**config.mk**
```make
export PLATFORM = sky130hd
export DESIGN_NAME = frame_tagged_stats_buffer_ring
export DESIGN_NICKNAME = d
export VERILOG_FILES = /design/src/hw/rtl/ftsbr_pkg.sv /design/src/hw/rtl/frame_tagged_stats_buffer_ring.sv
export SDC_FILE = /design/constraint.sdc
export NUM_CORES = 1
export LEC_CHECK = 0
export BUFFER_PORTS_ARGS = -buffer_cell sky130_fd_sc_hd__buf_2
export CELL_PAD_IN_SITES_DETAIL_PLACEMENT = 1
export CELL_PAD_IN_SITES_GLOBAL_PLACEMENT = 2
export CORE_UTILIZATION = 43
export CTS_CLUSTER_DIAMETER = 80
export DETAILED_ROUTE_END_ITERATION = 8
export PLACE_DENSITY_LB_ADDON = 0.1
export SYNTH_ARGS = -nofsm -noshare
export SYNTH_HDL_FRONTEND = slang
export SYNTH_SLANG_ARGS = --single-unit
```
**constraint.sdc**
```tcl
create_clock -name clk -period 17.3 [get_ports clk]
set_input_delay 0 -clock clk [delete_from_list [all_inputs] [get_ports clk]]
set_output_delay 0 -clock clk [all_outputs]
set_load 0.1 [all_outputs]
```
**src/hw/rtl/ftsbr_pkg.sv**
```systemverilog
// ----------------------------------------------------------------------------
// Frame-tagged statistics buffer ring package
// Widths, codes and parameter defaults shared by the buffer ring design.
// ----------------------------------------------------------------------------
`default_nettype none

package ftsbr_pkg;

    localparam int NUM_BUFFERS_DEF  = 3;
    localparam int FRAME_WRAP_DEF   = 16383;
    localparam int FUTURE_LIMIT_DEF = 10;

    localparam int MODE_W   = 2;
    localparam int FRAME_W  = 16;
    localparam int TIME_W   = 64;
    localparam int FIELD_W  = 32;
    localparam int STATUS_W = 3;
    localparam int SLOT_W   = 3;
    localparam int PADDR_W  = 3;
    localparam int PDATA_W  = 32;

    typedef enum logic [MODE_W-1:0] {
        MODE_FRAME_DONE    = 2'd0,
        MODE_STATS_REQUEST = 2'd1,
        MODE_EXTRA_STATS   = 2'd2,
        MODE_CAMERA_NOTIFY = 2'd3
    } mode_t;

    typedef enum logic [STATUS_W-1:0] {
        ST_NONE     = 3'd0,
        ST_HIT      = 3'd1,
        ST_ARMED    = 3'd2,
        ST_READY    = 3'd3,
        ST_DISABLED = 3'd4,
        ST_NA       = 3'd5
    } status_t;

    localparam logic REG_ENGINE_ENABLED = 1'b0;
    localparam logic REG_BUFFERS_READY  = 1'b1;

endpackage

`default_nettype wire

```
**src/hw/rtl/frame_tagged_stats_buffer_ring.sv**
```systemverilog
// ----------------------------------------------------------------------------
// Frame-tagged statistics buffer ring
// Keeps a small ring of tagged statistics buffers and answers frame-done,
// statistics request, extra-stats update and camera notify events.
// ----------------------------------------------------------------------------
//
//  Channel | Direction | Handshake           | Contents
//  --------+-----------+---------------------+----------------------------------
//  in      | input     | in_valid / in_stall | mode and event fields
//  out     | output    | out_valid/out_stall | status, slot, frame and buffer data
//  config  | input     | APB-style           | engine_enabled, buffers_ready
//
//  A request is captured in an input register and processed from there; its
//  result is written into the output register when the request advances.
//  One request is accepted per cycle while the input side does not stall; the
//  ring state is updated once for each request that advances.
//  Reset clears all ring state, the config registers and both valid flags.
//  A stalled result holds the output register and, through it, the input
//  register; the input side stalls only while both are occupied and the
//  result is stalled.
// ----------------------------------------------------------------------------
`default_nettype none

module frame_tagged_stats_buffer_ring #(
    parameter int NUM_BUFFERS  = ftsbr_pkg::NUM_BUFFERS_DEF,
    parameter int FRAME_WRAP   = ftsbr_pkg::FRAME_WRAP_DEF,
    parameter int FUTURE_LIMIT = ftsbr_pkg::FUTURE_LIMIT_DEF
) (
    input  wire logic                            clk,
    input  wire logic                            rst_n,

    input  wire logic                            psel,
    input  wire logic                            penable,
    input  wire logic                            pwrite,
    input  wire logic [ftsbr_pkg::PADDR_W-1:0]   paddr,
    input  wire logic [ftsbr_pkg::PDATA_W-1:0]   pwdata,
    output logic      [ftsbr_pkg::PDATA_W-1:0]   prdata,
    output logic                                 pready,

    input  wire logic                            in_valid,
    output logic                                 in_stall,
    input  wire logic [ftsbr_pkg::MODE_W-1:0]    mode,
    input  wire logic [ftsbr_pkg::FRAME_W-1:0]   frame_wanted,
    input  wire logic                            want_stats,
    input  wire logic [ftsbr_pkg::TIME_W-1:0]    time_value,
    input  wire logic [ftsbr_pkg::FIELD_W-1:0]   field_value,
    input  wire logic                            write_time,
    input  wire logic                            write_field,
    input  wire logic                            camera_off_flag,

    output logic                                 out_valid,
    input  wire logic                            out_stall,
    output logic      [ftsbr_pkg::STATUS_W-1:0]  status,
    output logic      [ftsbr_pkg::SLOT_W-1:0]    slot,
    output logic      [ftsbr_pkg::FRAME_W-1:0]   granted_frame,
    output logic      [ftsbr_pkg::TIME_W-1:0]    stamp,
    output logic      [ftsbr_pkg::FIELD_W-1:0]   field_out,
    output logic      [ftsbr_pkg::FRAME_W-1:0]   current_frame
);

    import ftsbr_pkg::*;

    localparam int IDX_W = $clog2(NUM_BUFFERS);
    localparam int CMP_W = FRAME_W + 2;
    localparam logic [IDX_W-1:0]   LAST_IDX = IDX_W'(NUM_BUFFERS - 1);
    localparam logic [FRAME_W-1:0] WRAP_F   = FRAME_W'(FRAME_WRAP);
    localparam logic [CMP_W-1:0]   WRAP_C   = CMP_W'(FRAME_WRAP);
    localparam logic [CMP_W-1:0]   LIMIT_C  = CMP_W'(FUTURE_LIMIT);

    function automatic logic [IDX_W-1:0] ring_next(input logic [IDX_W-1:0] s);
        logic [IDX_W-1:0] r;
        r = (s == LAST_IDX) ? '0 : s + IDX_W'(1);
        return r;
    endfunction

    function automatic logic [IDX_W-1:0] ring_prev(input logic [IDX_W-1:0] s);
        logic [IDX_W-1:0] r;
        r = (s == '0) ? LAST_IDX : s - IDX_W'(1);
        return r;
    endfunction

    // Configuration registers.
    logic engine_enabled_reg;
    logic buffers_ready_reg;
    logic cfg_write;

    assign pready    = 1'b1;
    assign cfg_write = psel && penable && pwrite;

    always_ff @(posedge clk or negedge rst_n)
    begin
        if (!rst_n)
        begin
            engine_enabled_reg <= 1'b0;
            buffers_ready_reg  <= 1'b0;
        end
        else if (cfg_write)
        begin
            case (paddr[2])
                REG_ENGINE_ENABLED: engine_enabled_reg <= pwdata[0];
                REG_BUFFERS_READY:  buffers_ready_reg  <= pwdata[0];
                default:            ;
            endcase
        end
    end

    always_comb
    begin
        case (paddr[2])
            REG_ENGINE_ENABLED: prdata = {{(PDATA_W-1){1'b0}}, engine_enabled_reg};
            REG_BUFFERS_READY:  prdata = {{(PDATA_W-1){1'b0}}, buffers_ready_reg};
            default:            prdata = '0;
        endcase
    end

    // Input register.
    logic                 in_valid_reg;
    logic [MODE_W-1:0]    mode_reg;
    logic [FRAME_W-1:0]   frame_wanted_reg;
    logic                 want_stats_reg;
    logic [TIME_W-1:0]    time_value_reg;
    logic [FIELD_W-1:0]   field_value_reg;
    logic                 write_time_reg;
    logic                 write_field_reg;
    logic                 camera_off_reg;

    logic out_valid_reg;
    logic advance;
    logic in_accept;

    assign advance   = in_valid_reg && (!out_valid_reg || !out_stall);
    assign in_stall  = in_valid_reg && !advance;
    assign in_accept = in_valid && !in_stall;

    always_ff @(posedge clk or negedge rst_n)
    begin
        if (!rst_n)
        begin
            in_valid_reg <= 1'b0;
        end
        else if (!in_stall)
        begin
            in_valid_reg <= in_valid;
        end
    end

    always_ff @(posedge clk)
    begin
        if (in_accept)
        begin
            mode_reg         <= mode;
            frame_wanted_reg <= frame_wanted;
            want_stats_reg   <= want_stats;
            time_value_reg   <= time_value;
            field_value_reg  <= field_value;
            write_time_reg   <= write_time;
            write_field_reg  <= write_field;
            camera_off_reg   <= camera_off_flag;
        end
    end

    // Ring state.
    logic                 locked_reg       [NUM_BUFFERS];
    logic [FRAME_W-1:0]   tag_reg          [NUM_BUFFERS];
    logic [TIME_W-1:0]    time_reg         [NUM_BUFFERS];
    logic [FIELD_W-1:0]   field_reg        [NUM_BUFFERS];
    logic [IDX_W-1:0]     active_slot_reg;
    logic [FRAME_W-1:0]   frame_counter_reg;
    logic                 pending_reg;
    logic [FRAME_W-1:0]   requested_frame_reg;
    logic                 camera_off_state_reg;

    logic                 locked_next      [NUM_BUFFERS];
    logic [FRAME_W-1:0]   tag_next         [NUM_BUFFERS];
    logic [TIME_W-1:0]    time_next        [NUM_BUFFERS];
    logic [FIELD_W-1:0]   field_next       [NUM_BUFFERS];
    logic [IDX_W-1:0]     active_slot_next;
    logic [FRAME_W-1:0]   frame_counter_next;
    logic                 pending_next;
    logic [FRAME_W-1:0]   requested_frame_next;
    logic                 camera_off_state_next;

    logic [STATUS_W-1:0]  status_next;
    logic [SLOT_W-1:0]    slot_next;
    logic [FRAME_W-1:0]   granted_next;
    logic [TIME_W-1:0]    stamp_next;
    logic [FIELD_W-1:0]   field_out_next;

    // Shared terms.
    logic [IDX_W-1:0]     act;
    logic [FRAME_W-1:0]   act_tag;
    logic [IDX_W-1:0]     new_act;
    logic [FRAME_W-1:0]   fc_inc;
    logic                 fc_wrap;
    logic [FRAME_W:0]     align;
    logic                 hit;
    logic [IDX_W-1:0]     hit_idx;
    logic [CMP_W-1:0]     fc_c;
    logic [CMP_W-1:0]     fw_c;
    logic [CMP_W-1:0]     diff;
    logic                 too_far;
    logic [FRAME_W-1:0]   granted_miss;
    logic [IDX_W-1:0]     first_idx;
    logic [IDX_W-1:0]     past_idx;

    always_comb
    begin
        act     = active_slot_reg;
        act_tag = tag_reg[act];

        new_act = ring_next(act);
        if (locked_reg[new_act])
        begin
            new_act = ring_next(new_act);
        end
        fc_inc  = frame_counter_reg + FRAME_W'(1);
        fc_wrap = fc_inc > WRAP_F;
        align   = {1'b0, fc_inc} + (FRAME_W+1)'(fc_wrap);

        hit     = 1'b0;
        hit_idx = '0;
        for (int i = NUM_BUFFERS - 1; i >= 0; i--)
        begin
            if (tag_reg[i] == frame_wanted_reg && tag_reg[i] != act_tag)
            begin
                hit     = 1'b1;
                hit_idx = IDX_W'(i);
            end
        end

        fc_c = {2'b00, frame_counter_reg};
        fw_c = {2'b00, frame_wanted_reg};
        if (fw_c > fc_c)
        begin
            diff = fw_c - fc_c;
        end
        else if (fw_c < fc_c)
        begin
            if ((fc_c + LIMIT_C > WRAP_C) && (fw_c < WRAP_C))
            begin
                diff = fw_c + WRAP_C - fc_c;
            end
            else
            begin
                diff = LIMIT_C + CMP_W'(1);
            end
        end
        else
        begin
            diff = '0;
        end
        too_far      = diff > LIMIT_C;
        granted_miss = too_far ? frame_counter_reg : frame_wanted_reg;

        first_idx = act;
        for (int i = NUM_BUFFERS - 1; i >= 0; i--)
        begin
            if (tag_reg[i] == act_tag)
            begin
                first_idx = IDX_W'(i);
            end
        end
        past_idx = ring_prev(first_idx);
        if (locked_reg[past_idx])
        begin
            past_idx = ring_prev(past_idx);
        end
    end

    always_comb
    begin
        for (int i = 0; i < NUM_BUFFERS; i++)
        begin
            locked_next[i] = locked_reg[i];
            tag_next[i]    = tag_reg[i];
            time_next[i]   = time_reg[i];
            field_next[i]  = field_reg[i];
        end
        active_slot_next      = active_slot_reg;
        frame_counter_next    = frame_counter_reg;
        pending_next          = pending_reg;
        requested_frame_next  = requested_frame_reg;
        camera_off_state_next = camera_off_state_reg;

        status_next    = ST_NONE;
        slot_next      = '0;
        granted_next   = '0;
        stamp_next     = '0;
        field_out_next = '0;

        case (mode_t'(mode_reg))
            MODE_FRAME_DONE:
            begin
                if (buffers_ready_reg)
                begin
                    time_next[act]     = time_value_reg;
                    active_slot_next   = new_act;
                    frame_counter_next = fc_wrap ? FRAME_W'(1) : fc_inc;
                    tag_next[new_act]  = frame_counter_next;
                    if (pending_reg && align > {1'b0, requested_frame_reg})
                    begin
                        pending_next = 1'b0;
                        status_next  = ST_READY;
                    end
                end
            end
            MODE_STATS_REQUEST:
            begin
                if (!engine_enabled_reg)
                begin
                    status_next = ST_DISABLED;
                end
                else if (want_stats_reg)
                begin
                    for (int i = 0; i < NUM_BUFFERS; i++)
                    begin
                        locked_next[i] = 1'b0;
                    end
                    if (hit)
                    begin
                        locked_next[hit_idx] = 1'b1;
                        tag_next[hit_idx]    = '0;
                        status_next          = ST_HIT;
                        slot_next            = SLOT_W'(hit_idx);
                        granted_next         = frame_wanted_reg;
                        stamp_next           = time_reg[hit_idx];
                        field_out_next       = field_reg[hit_idx];
                    end
                    else
                    begin
                        granted_next = granted_miss;
                        if (!camera_off_state_reg)
                        begin
                            requested_frame_next = granted_miss;
                            pending_next         = 1'b1;
                            status_next          = ST_ARMED;
                        end
                        else
                        begin
                            status_next = ST_NA;
                        end
                    end
                end
            end
            MODE_EXTRA_STATS:
            begin
                if (buffers_ready_reg)
                begin
                    if (write_time_reg)
                    begin
                        time_next[past_idx] = time_value_reg;
                    end
                    if (write_field_reg)
                    begin
                        field_next[past_idx] = field_value_reg;
                    end
                end
            end
            MODE_CAMERA_NOTIFY:
            begin
                camera_off_state_next = camera_off_reg;
                if (camera_off_reg && buffers_ready_reg && pending_reg)
                begin
                    pending_next = 1'b0;
                    status_next  = ST_READY;
                end
            end
            default:
            begin
            end
        endcase
    end

    always_ff @(posedge clk or negedge rst_n)
    begin
        if (!rst_n)
        begin
            for (int i = 0; i < NUM_BUFFERS; i++)
            begin
                locked_reg[i] <= 1'b0;
                tag_reg[i]    <= '0;
                time_reg[i]   <= '0;
                field_reg[i]  <= '0;
            end
            active_slot_reg      <= '0;
            frame_counter_reg    <= '0;
            pending_reg          <= 1'b0;
            requested_frame_reg  <= '0;
            camera_off_state_reg <= 1'b0;
        end
        else if (advance)
        begin
            for (int i = 0; i < NUM_BUFFERS; i++)
            begin
                locked_reg[i] <= locked_next[i];
                tag_reg[i]    <= tag_next[i];
                time_reg[i]   <= time_next[i];
                field_reg[i]  <= field_next[i];
            end
            active_slot_reg      <= active_slot_next;
            frame_counter_reg    <= frame_counter_next;
            pending_reg          <= pending_next;
            requested_frame_reg  <= requested_frame_next;
            camera_off_state_reg <= camera_off_state_next;
        end
    end

    // Result register.
    logic [STATUS_W-1:0] status_reg;
    logic [SLOT_W-1:0]   slot_reg;
    logic [FRAME_W-1:0]  granted_reg;
    logic [TIME_W-1:0]   stamp_reg;
    logic [FIELD_W-1:0]  field_out_reg;
    logic [FRAME_W-1:0]  current_frame_reg;

    always_ff @(posedge clk or negedge rst_n)
    begin
        if (!rst_n)
        begin
            out_valid_reg <= 1'b0;
        end
        else if (advance)
        begin
            out_valid_reg <= 1'b1;
        end
        else if (!out_stall)
        begin
            out_valid_reg <= 1'b0;
        end
    end

    always_ff @(posedge clk)
    begin
        if (advance)
        begin
            status_reg        <= status_next;
            slot_reg          <= slot_next;
            granted_reg       <= granted_next;
            stamp_reg         <= stamp_next;
            field_out_reg     <= field_out_next;
            current_frame_reg <= frame_counter_next;
        end
    end

    assign out_valid     = out_valid_reg;
    assign status        = status_reg;
    assign slot          = slot_reg;
    assign granted_frame = granted_reg;
    assign stamp         = stamp_reg;
    assign field_out     = field_out_reg;
    assign current_frame = current_frame_reg;

endmodule

`default_nettype wire
```
-- After elaboration in Yosys (flattened, before gate mapping)
Cells that the tools add are included.
- $add $sub $neg: 10
- reductions and logical operators: 39
- equal/unequal tests: 25
- muxes and demuxes: 83
- bitwise logic cells: 11
- order comparisons: 17
- operators with widths (operator ; count):
    two-way mux 192 bit ; 3
    bitwise mux 192 bit ; 2
    one-hot mux 192 bit (2 select lines) ; 1
    demux 64 bit (select 2 bit) ; 2
    two-way mux 64 bit ; 4
    two-way mux 48 bit ; 4
    two-way mux 16 bit ; 9
    binary-select mux 64 bit (select 2 bit) ; 1
    bitwise mux 96 bit ; 1
    == test 16 bit ; 6
    two-way mux 32 bit ; 3
    one-hot mux 48 bit (2 select lines) ; 1
    binary-select mux 32 bit (select 2 bit) ; 1
    demux 16 bit (select 2 bit) ; 2
    demux 32 bit (select 2 bit) ; 1
    one-hot mux 32 bit (2 select lines) ; 1
    two-way mux 18 bit ; 3
    bitwise AND 48 bit ; 1
    bitwise mux 48 bit ; 1
    != test 16 bit ; 3
    NOT 48 bit ; 1
    binary-select mux 16 bit (select 2 bit) ; 1
    two-way mux 2 bit ; 15
    != test 2 bit, second input constant ; 10
    other kinds (40) ; 108
- output and inout port bits: 169
- word-level logic and storage cells: 221
- bits of input ports: 160
- bits in registers: 631

-- Longest topological paths before layout
- word-level depth: 24
- depth in mapped cells: 25
- depth with buffers taken out: 23

-- Worst setup path before layout
No wires, ideal clock.
- kind: reg2reg
- start: register out_valid_reg, in the netlist out_valid
- end: register requested_frame_reg[6]
- slack: 10.071 ns
- data arrival time: 7.143 ns
- required time: 17.213 ns
- cell stages (with the launch flop): 11
- setup time: 0.087 ns
- buffers on the path: 3
- clock period less this slack: 7.229 ns
- path through: dfrtp_1 nand2_1 and2_1 clkbuf_1 nand2_1 or2_2 clkbuf_1 nor3_1 buf_2 o211ai_1 o211ai_1
- cells in the longest elaborated chain, start to end: 4
- ends and longest elaborated chain (item ; line ; RTL):
    start, declared ; frame_tagged_stats_buffer_ring.sv:127 ; logic out_valid_reg;
    start signal, assigned ; frame_tagged_stats_buffer_ring.sv:420 ; out_valid_reg <= 1'b0;
    start signal, assigned ; frame_tagged_stats_buffer_ring.sv:424 ; out_valid_reg <= 1'b1;
    start signal, assigned ; frame_tagged_stats_buffer_ring.sv:428 ; out_valid_reg <= 1'b0;
    logical NOT 1 bit ; frame_tagged_stats_buffer_ring.sv:131 ; assign advance = in_valid_reg && (!out_valid_reg || !out_stall);
    logical OR 1 bit ; frame_tagged_stats_buffer_ring.sv:131 ;
    logical AND 1 bit ; frame_tagged_stats_buffer_ring.sv:131 ;
    named net advance ; frame_tagged_stats_buffer_ring.sv:128 ; logic advance;
    AND reduction 6 bit (no source line) ; - ;
    end signal, assigned ; frame_tagged_stats_buffer_ring.sv:403 ; requested_frame_reg <= requested_frame_next;
    end, declared ; frame_tagged_stats_buffer_ring.sv:170 ; logic [FRAME_W-1:0] requested_frame_reg;
The timed path passes the listed nets, and every way through them passes these cells.
A chain may end at the register's enable or synchronous reset.

-- Worst setup path in the final report
- start: register active_slot_reg[0], in the netlist act[0]
- end: register time_reg[126] (netlist bit)
- cells in the longest elaborated chain, start to end: 24
- elaborated cells on any way between the ends: 38
- those cells by class: add/sub (2); order compare (4); eq/ne (3); mux (22); bitwise (3); reduce/logical (4)
- ends and longest elaborated chain (item ; line ; RTL):
    start, declared ; frame_tagged_stats_buffer_ring.sv:167 ; logic [IDX_W-1:0] active_slot_reg;
    start signal, assigned ; frame_tagged_stats_buffer_ring.sv:400 ; active_slot_reg <= active_slot_next;
    NOT 2 -> 3 bit (implied by the code) ; frame_tagged_stats_buffer_ring.sv:209, frame_tagged_stats_buffer_ring.sv:296 ;
    binary-select mux 16 bit (select 2 bit) ; frame_tagged_stats_buffer_ring.sv:209 ; act_tag = tag_reg[act];
    two-way mux 16 bit (implied by the code) (2 in series) ; frame_tagged_stats_buffer_ring.sv:209 ;
    == test 16 bit ; frame_tagged_stats_buffer_ring.sv:258 ; if (tag_reg[i] == act_tag)
    two-way mux 2 bit (3 in series) ; frame_tagged_stats_buffer_ring.sv:258 ;
    subtractor 2 x 1 -> 2 bit or logical NOT 2 bit (tied branches) ; frame_tagged_stats_buffer_ring.sv:78 ; r = (s == '0) ? LAST_IDX : s - IDX_W'(1);
    two-way mux 2 bit ; frame_tagged_stats_buffer_ring.sv:78 ;
    NOT 2 -> 3 bit (implied by the code) ; frame_tagged_stats_buffer_ring.sv:264 ; if (locked_reg[past_idx])
    (+5 left out) ; - ;
    >= comparator 3 bit (implied by the code) or less-than comparator 3 x 1 -> 1 bit (tied branches) ; frame_tagged_stats_buffer_ring.sv:351 ; time_next[past_idx] = time_value_reg;
    logical AND 1 bit (implied by the code) ; frame_tagged_stats_buffer_ring.sv:351 ;
    two-way mux 64 bit (implied by the code) ; frame_tagged_stats_buffer_ring.sv:351 ;
    demux 64 bit (select 2 bit) ; frame_tagged_stats_buffer_ring.sv:351 ;
    bitwise mux 192 bit ; frame_tagged_stats_buffer_ring.sv:351 ;
    two-way mux 192 bit ; frame_tagged_stats_buffer_ring.sv:349 ; if (write_time_reg)
    two-way mux 192 bit ; frame_tagged_stats_buffer_ring.sv:347 ; if (buffers_ready_reg)
    one-hot mux 192 bit (2 select lines) * ; frame_tagged_stats_buffer_ring.sv:291 ; case (mode_t'(mode_reg))
    end signal, assigned by index ; frame_tagged_stats_buffer_ring.sv:397 ; time_reg[i] <= time_next[i];
    end, declared ; frame_tagged_stats_buffer_ring.sv:165 ; logic [TIME_W-1:0] time_reg [NUM_BUFFERS];
Every way passes the cells marked *; elsewhere a longest branch is shown, timed or not. The select of a mux whose other input is x is not followed.

==> summary.md <==
| Metric | Value |
|---|---|
| Pwr dens | `139 nW/um2` |
| Fmax | `0.157 GHz` |
| Switching power share of the total | `32.6%` |
| Post-Syn Area | `30300 um2` |
| Worst slew pin tran | `1.19 ns` |
| Die Area | `71600 um2` |
| Top delay family on crit path | `compound AO/OA/AOI/OAI gates` |
| Grt total ovfl | `0` |
| Core Area | `69200 um2` |
| Reg2reg start | `act[0]` |
| CP Max Fanout | `61` |
| Vias | `21800` |
| Sinks on Clock Net | `630` |
| H-tree levels | `3` |
| Sw power | `1.64 mW` |
| Initial antenna violation count | `13` |
| 1st-iter DRT viols | `1447` |
| Sequential share of the synthesized area | `56.1%` |
| HPWL reported at the end of detailed placement | `62100 um` |
| Crit path capture | `time_reg[126]` |
| GPL Wtd Cong | `0.876` |
| Number of synthesized flops with an enable pin | `251` |
| Unrepaired setup endpoints after global routing | `no` |
| Seq pwr share | `42.6%` |
| Final setup vio count | `0` |
| Placed Instances | `3591` |
| Buf+Inv Stages, Crit Path | `3` |
| Crit path kind | `reg -> reg` |
| WHS | `0.0585 ns` |
| Worst Hold Class | `in -> async` |
| Clock Skews | `0.0289 ns` |
| Total track usage | `27.0%` |
| Max-slew violations | `0` |
| Max rail drop VDD | `0.000131 V` |
| Yosys warnings | `0` |
| Overall power | `5.02 mW` |
| DRT Pass-1 Iters | `6` |
| Commonest non-fill, non-tap cells in the layout | `dfrtp_1, nand2_1, mux2_2, buf_2, edfxtp_1` |
| Starting Density | `43.8%` |
| CTS tree | `built` |
| Synth cell types | `82` |
| Leakage power | `15.8 nW` |
| Critical path depth | `18` |
| Slowest library cell on the worst path | `nor2_4` |
| Final Core Density | `52.3%` |
| IO Pins | `329` |
| Design Area, Final | `36200 um2` |
| Setup Fix Bufs, Post-CTS | `0` |
| Reg2reg end | `time_reg[126]` |
| Synth Register Bits | `630` |
| Reg2Reg Setup Slack | `10.93 ns` |
| Placed cell area | `32400 um2` |
| Pin count of the biggest net entering global routing | `143` |
| Top_reg_cell synth | `dfrtp_1` |
| Leading cell type in the layout, fill and taps excluded | `dfrtp_1` |
| Fill cells | `7207` |
| Average cell area after synthesis | `12.0 um2` |
| Final Non-Filler Cells | `3859` |
| Required time worst endpoint | `17.78 ns` |
| Status | `complete, no violations` |
| Cell row count | `96` |
| Post-detailed-route DRC marker count | `0` |
| Period utilisation layout | `36.8%` |
| R2R depth | `18` |
| Chip height | `268 um` |
| CP Cell Sequence | `buf_4, mux2i_1, o22ai_1, nor4_1, nand4_1, o41ai_1, a41oi_1, o21ai_0, ha_1, inv_1, o21ai_0, a22o_1, nand2_1, nor2_1, a21oi_1, nor2_4, buf_4, mux2_2` |
| Clk pwr share | `32.1%` |
| Pint | `3.38 mW` |
| First-pass GRT wire length | `145000 um` |
| Critical Path Sink Type | `register` |
| CP peak stage delay | `0.88 ns` |
| Vias per inst | `5.65` |
| Comb power frac | `25.3%` |
| Routed length per placed instance | `24.7 um` |
| Layout cells sized above 1 | `25.7%` |
| Vias in the first global route | `23100` |
| Gate Count Post-Synth | `2532` |
| Post-Route WL | `95400 um` |
| Port Buffer Count | `262` |
| Worst path arrival time | `6.85 ns` |
| CTS Buf Count | `72` |
| Final min period | `6.37 ns` |
| Die width | `268 um` |
| Layout Nets | `3094` |
| Final hold vios | `0` |
| Clk root buf | `clkbuf_16` |
| CTS clk-pin slew, worst paths | `0.06 ns` |
| Skew-Pair Late Insertion Delay | `0.62 ns` |
| Max reg flops | `192` |
| Relative slew slack | `20.5%` |
| Post-synth ARST share | `60.2%` |
| Post-layout worst setup margin | `10.93 ns` |
| Critical Path Source Type | `register` |
| Worst slack, placed | `11.11 ns` |
| Final setup TNS | `0 ns` |
| CTS Buffer Depth | `3` |
| # Max-Cap Violations | `0` |
| Layout area overhead | `19.2%` |
| ANT nets after route | `0` |
| CP startpoint | `act[0]` |
## worst min-delay path by stage
stage | startpoint | to | slack, ns
after floorplan | rst_n | act[0] | -0.30
after global placement | rst_n | frame_counter_reg[13] | 0.11
after global routing | frame_wanted[15] | frame_wanted_reg[15] | 0.08
final | rst_n | frame_counter_reg[1] | 0.06
after detailed placement | rst_n | frame_counter_reg[13] | 0.12
after CTS | frame_wanted[13] | frame_wanted_reg[13] | 0.05
## logic make-up (layout without fill, tap and decap cells)
| group | Yosys count | in the layout | synth area share [%] |
|---|---|---|---|
| other | 2 | 42 | 0.0248 |
| multiplexers | 333 | 333 | 12.2 |
| XOR/XNOR | 98 | 98 | 2.83 |
| AND/OR/NAND/NOR | 607 | 607 | 9.50 |
| flip-flops | 630 | 630 | 56.1 |
| buffers and inverters | 327 | 683 | 4.65 |
| AO/OA/AOI/OAI | 461 | 461 | 11.2 |
| adder cells (fa/ha/maj) | 74 | 74 | 3.45 |
## routing by layer
layer  wire length (um)  GRT usage (%)
met5                 65              0
met1              41300           35.7
met3               5540           5.67
met4               3000           9.56
met2              45500           43.8
## area by class of cell
cell class	count	area, um2	share of cell area, %
sequential	630	17000	47.1
multi-input combinational	1606	12100	33.4
inverter	122	458	1.27
antenna	9	22.5	0.0623
timing repair buffer	428	2900	8.01
clock buffer	94	2010	5.55
clock inverter	39	508	1.40
tap	931	1160	3.22
## cells in the mapped netlist, drive strengths merged, types with 6 or more instances
master  number  area, um2
a21o        11       82.6
a21oi       39        206
a221oi      27        236
a22o        45        394
a22oi      101        758
a31oi       14       87.6
a41oi        7       61.3
and2        10       62.6
and4         9       78.8
buf         69        440
clkbuf     136        510
dfrtp      379       9480
edfxtp     251       7540
fa          16        320
ha          58        726
inv        122        458
mux2       297       3340
mux2i       36        360
nand2      298       1120
nand2b      26        163
nand3       45        225
nand4       53        332
nor2        58        218
nor2b       25        156
nor3        29        145
nor3b        7       52.6
nor4        19        119
o211ai      31        233
o21a         8       60.1
o21ai       59        295
o22ai       17        106
o31ai       31        238
o41ai        6       52.6
or2          9       58.8
xnor2       68        596
xor2        30        263
## power by group through the flow
stage	logic, mW	registers (mW)	clock network (mW)
floorplan	0.811	2.23	0
global placement	1.20	2.13	0
detailed placement	1.24	2.16	0
CTS	1.27	2.14	1.64
global route	1.37	2.18	1.70
finish	1.27	2.14	1.61
## worst reg2reg max path: cells and delay by family (launching register included)
kind / cells / cell delay (ns)
multiplexers: 2 / 0.84
AO/OA/AOI/OAI: 7 / 1.88
AND/OR/NAND/NOR: 5 / 1.65
flip-flops: 1 / 0.34
adder cells (fa/ha/maj): 1 / 0.25
buffers and inverters: 3 / 1.31
## repair_timing
action,in CTS,in global routing
endpoints found under the hold margin,229,0
gates resized for setup,0,0
hold buffers,126,0
Note: power is estimated with default switching activity, not from simulation.
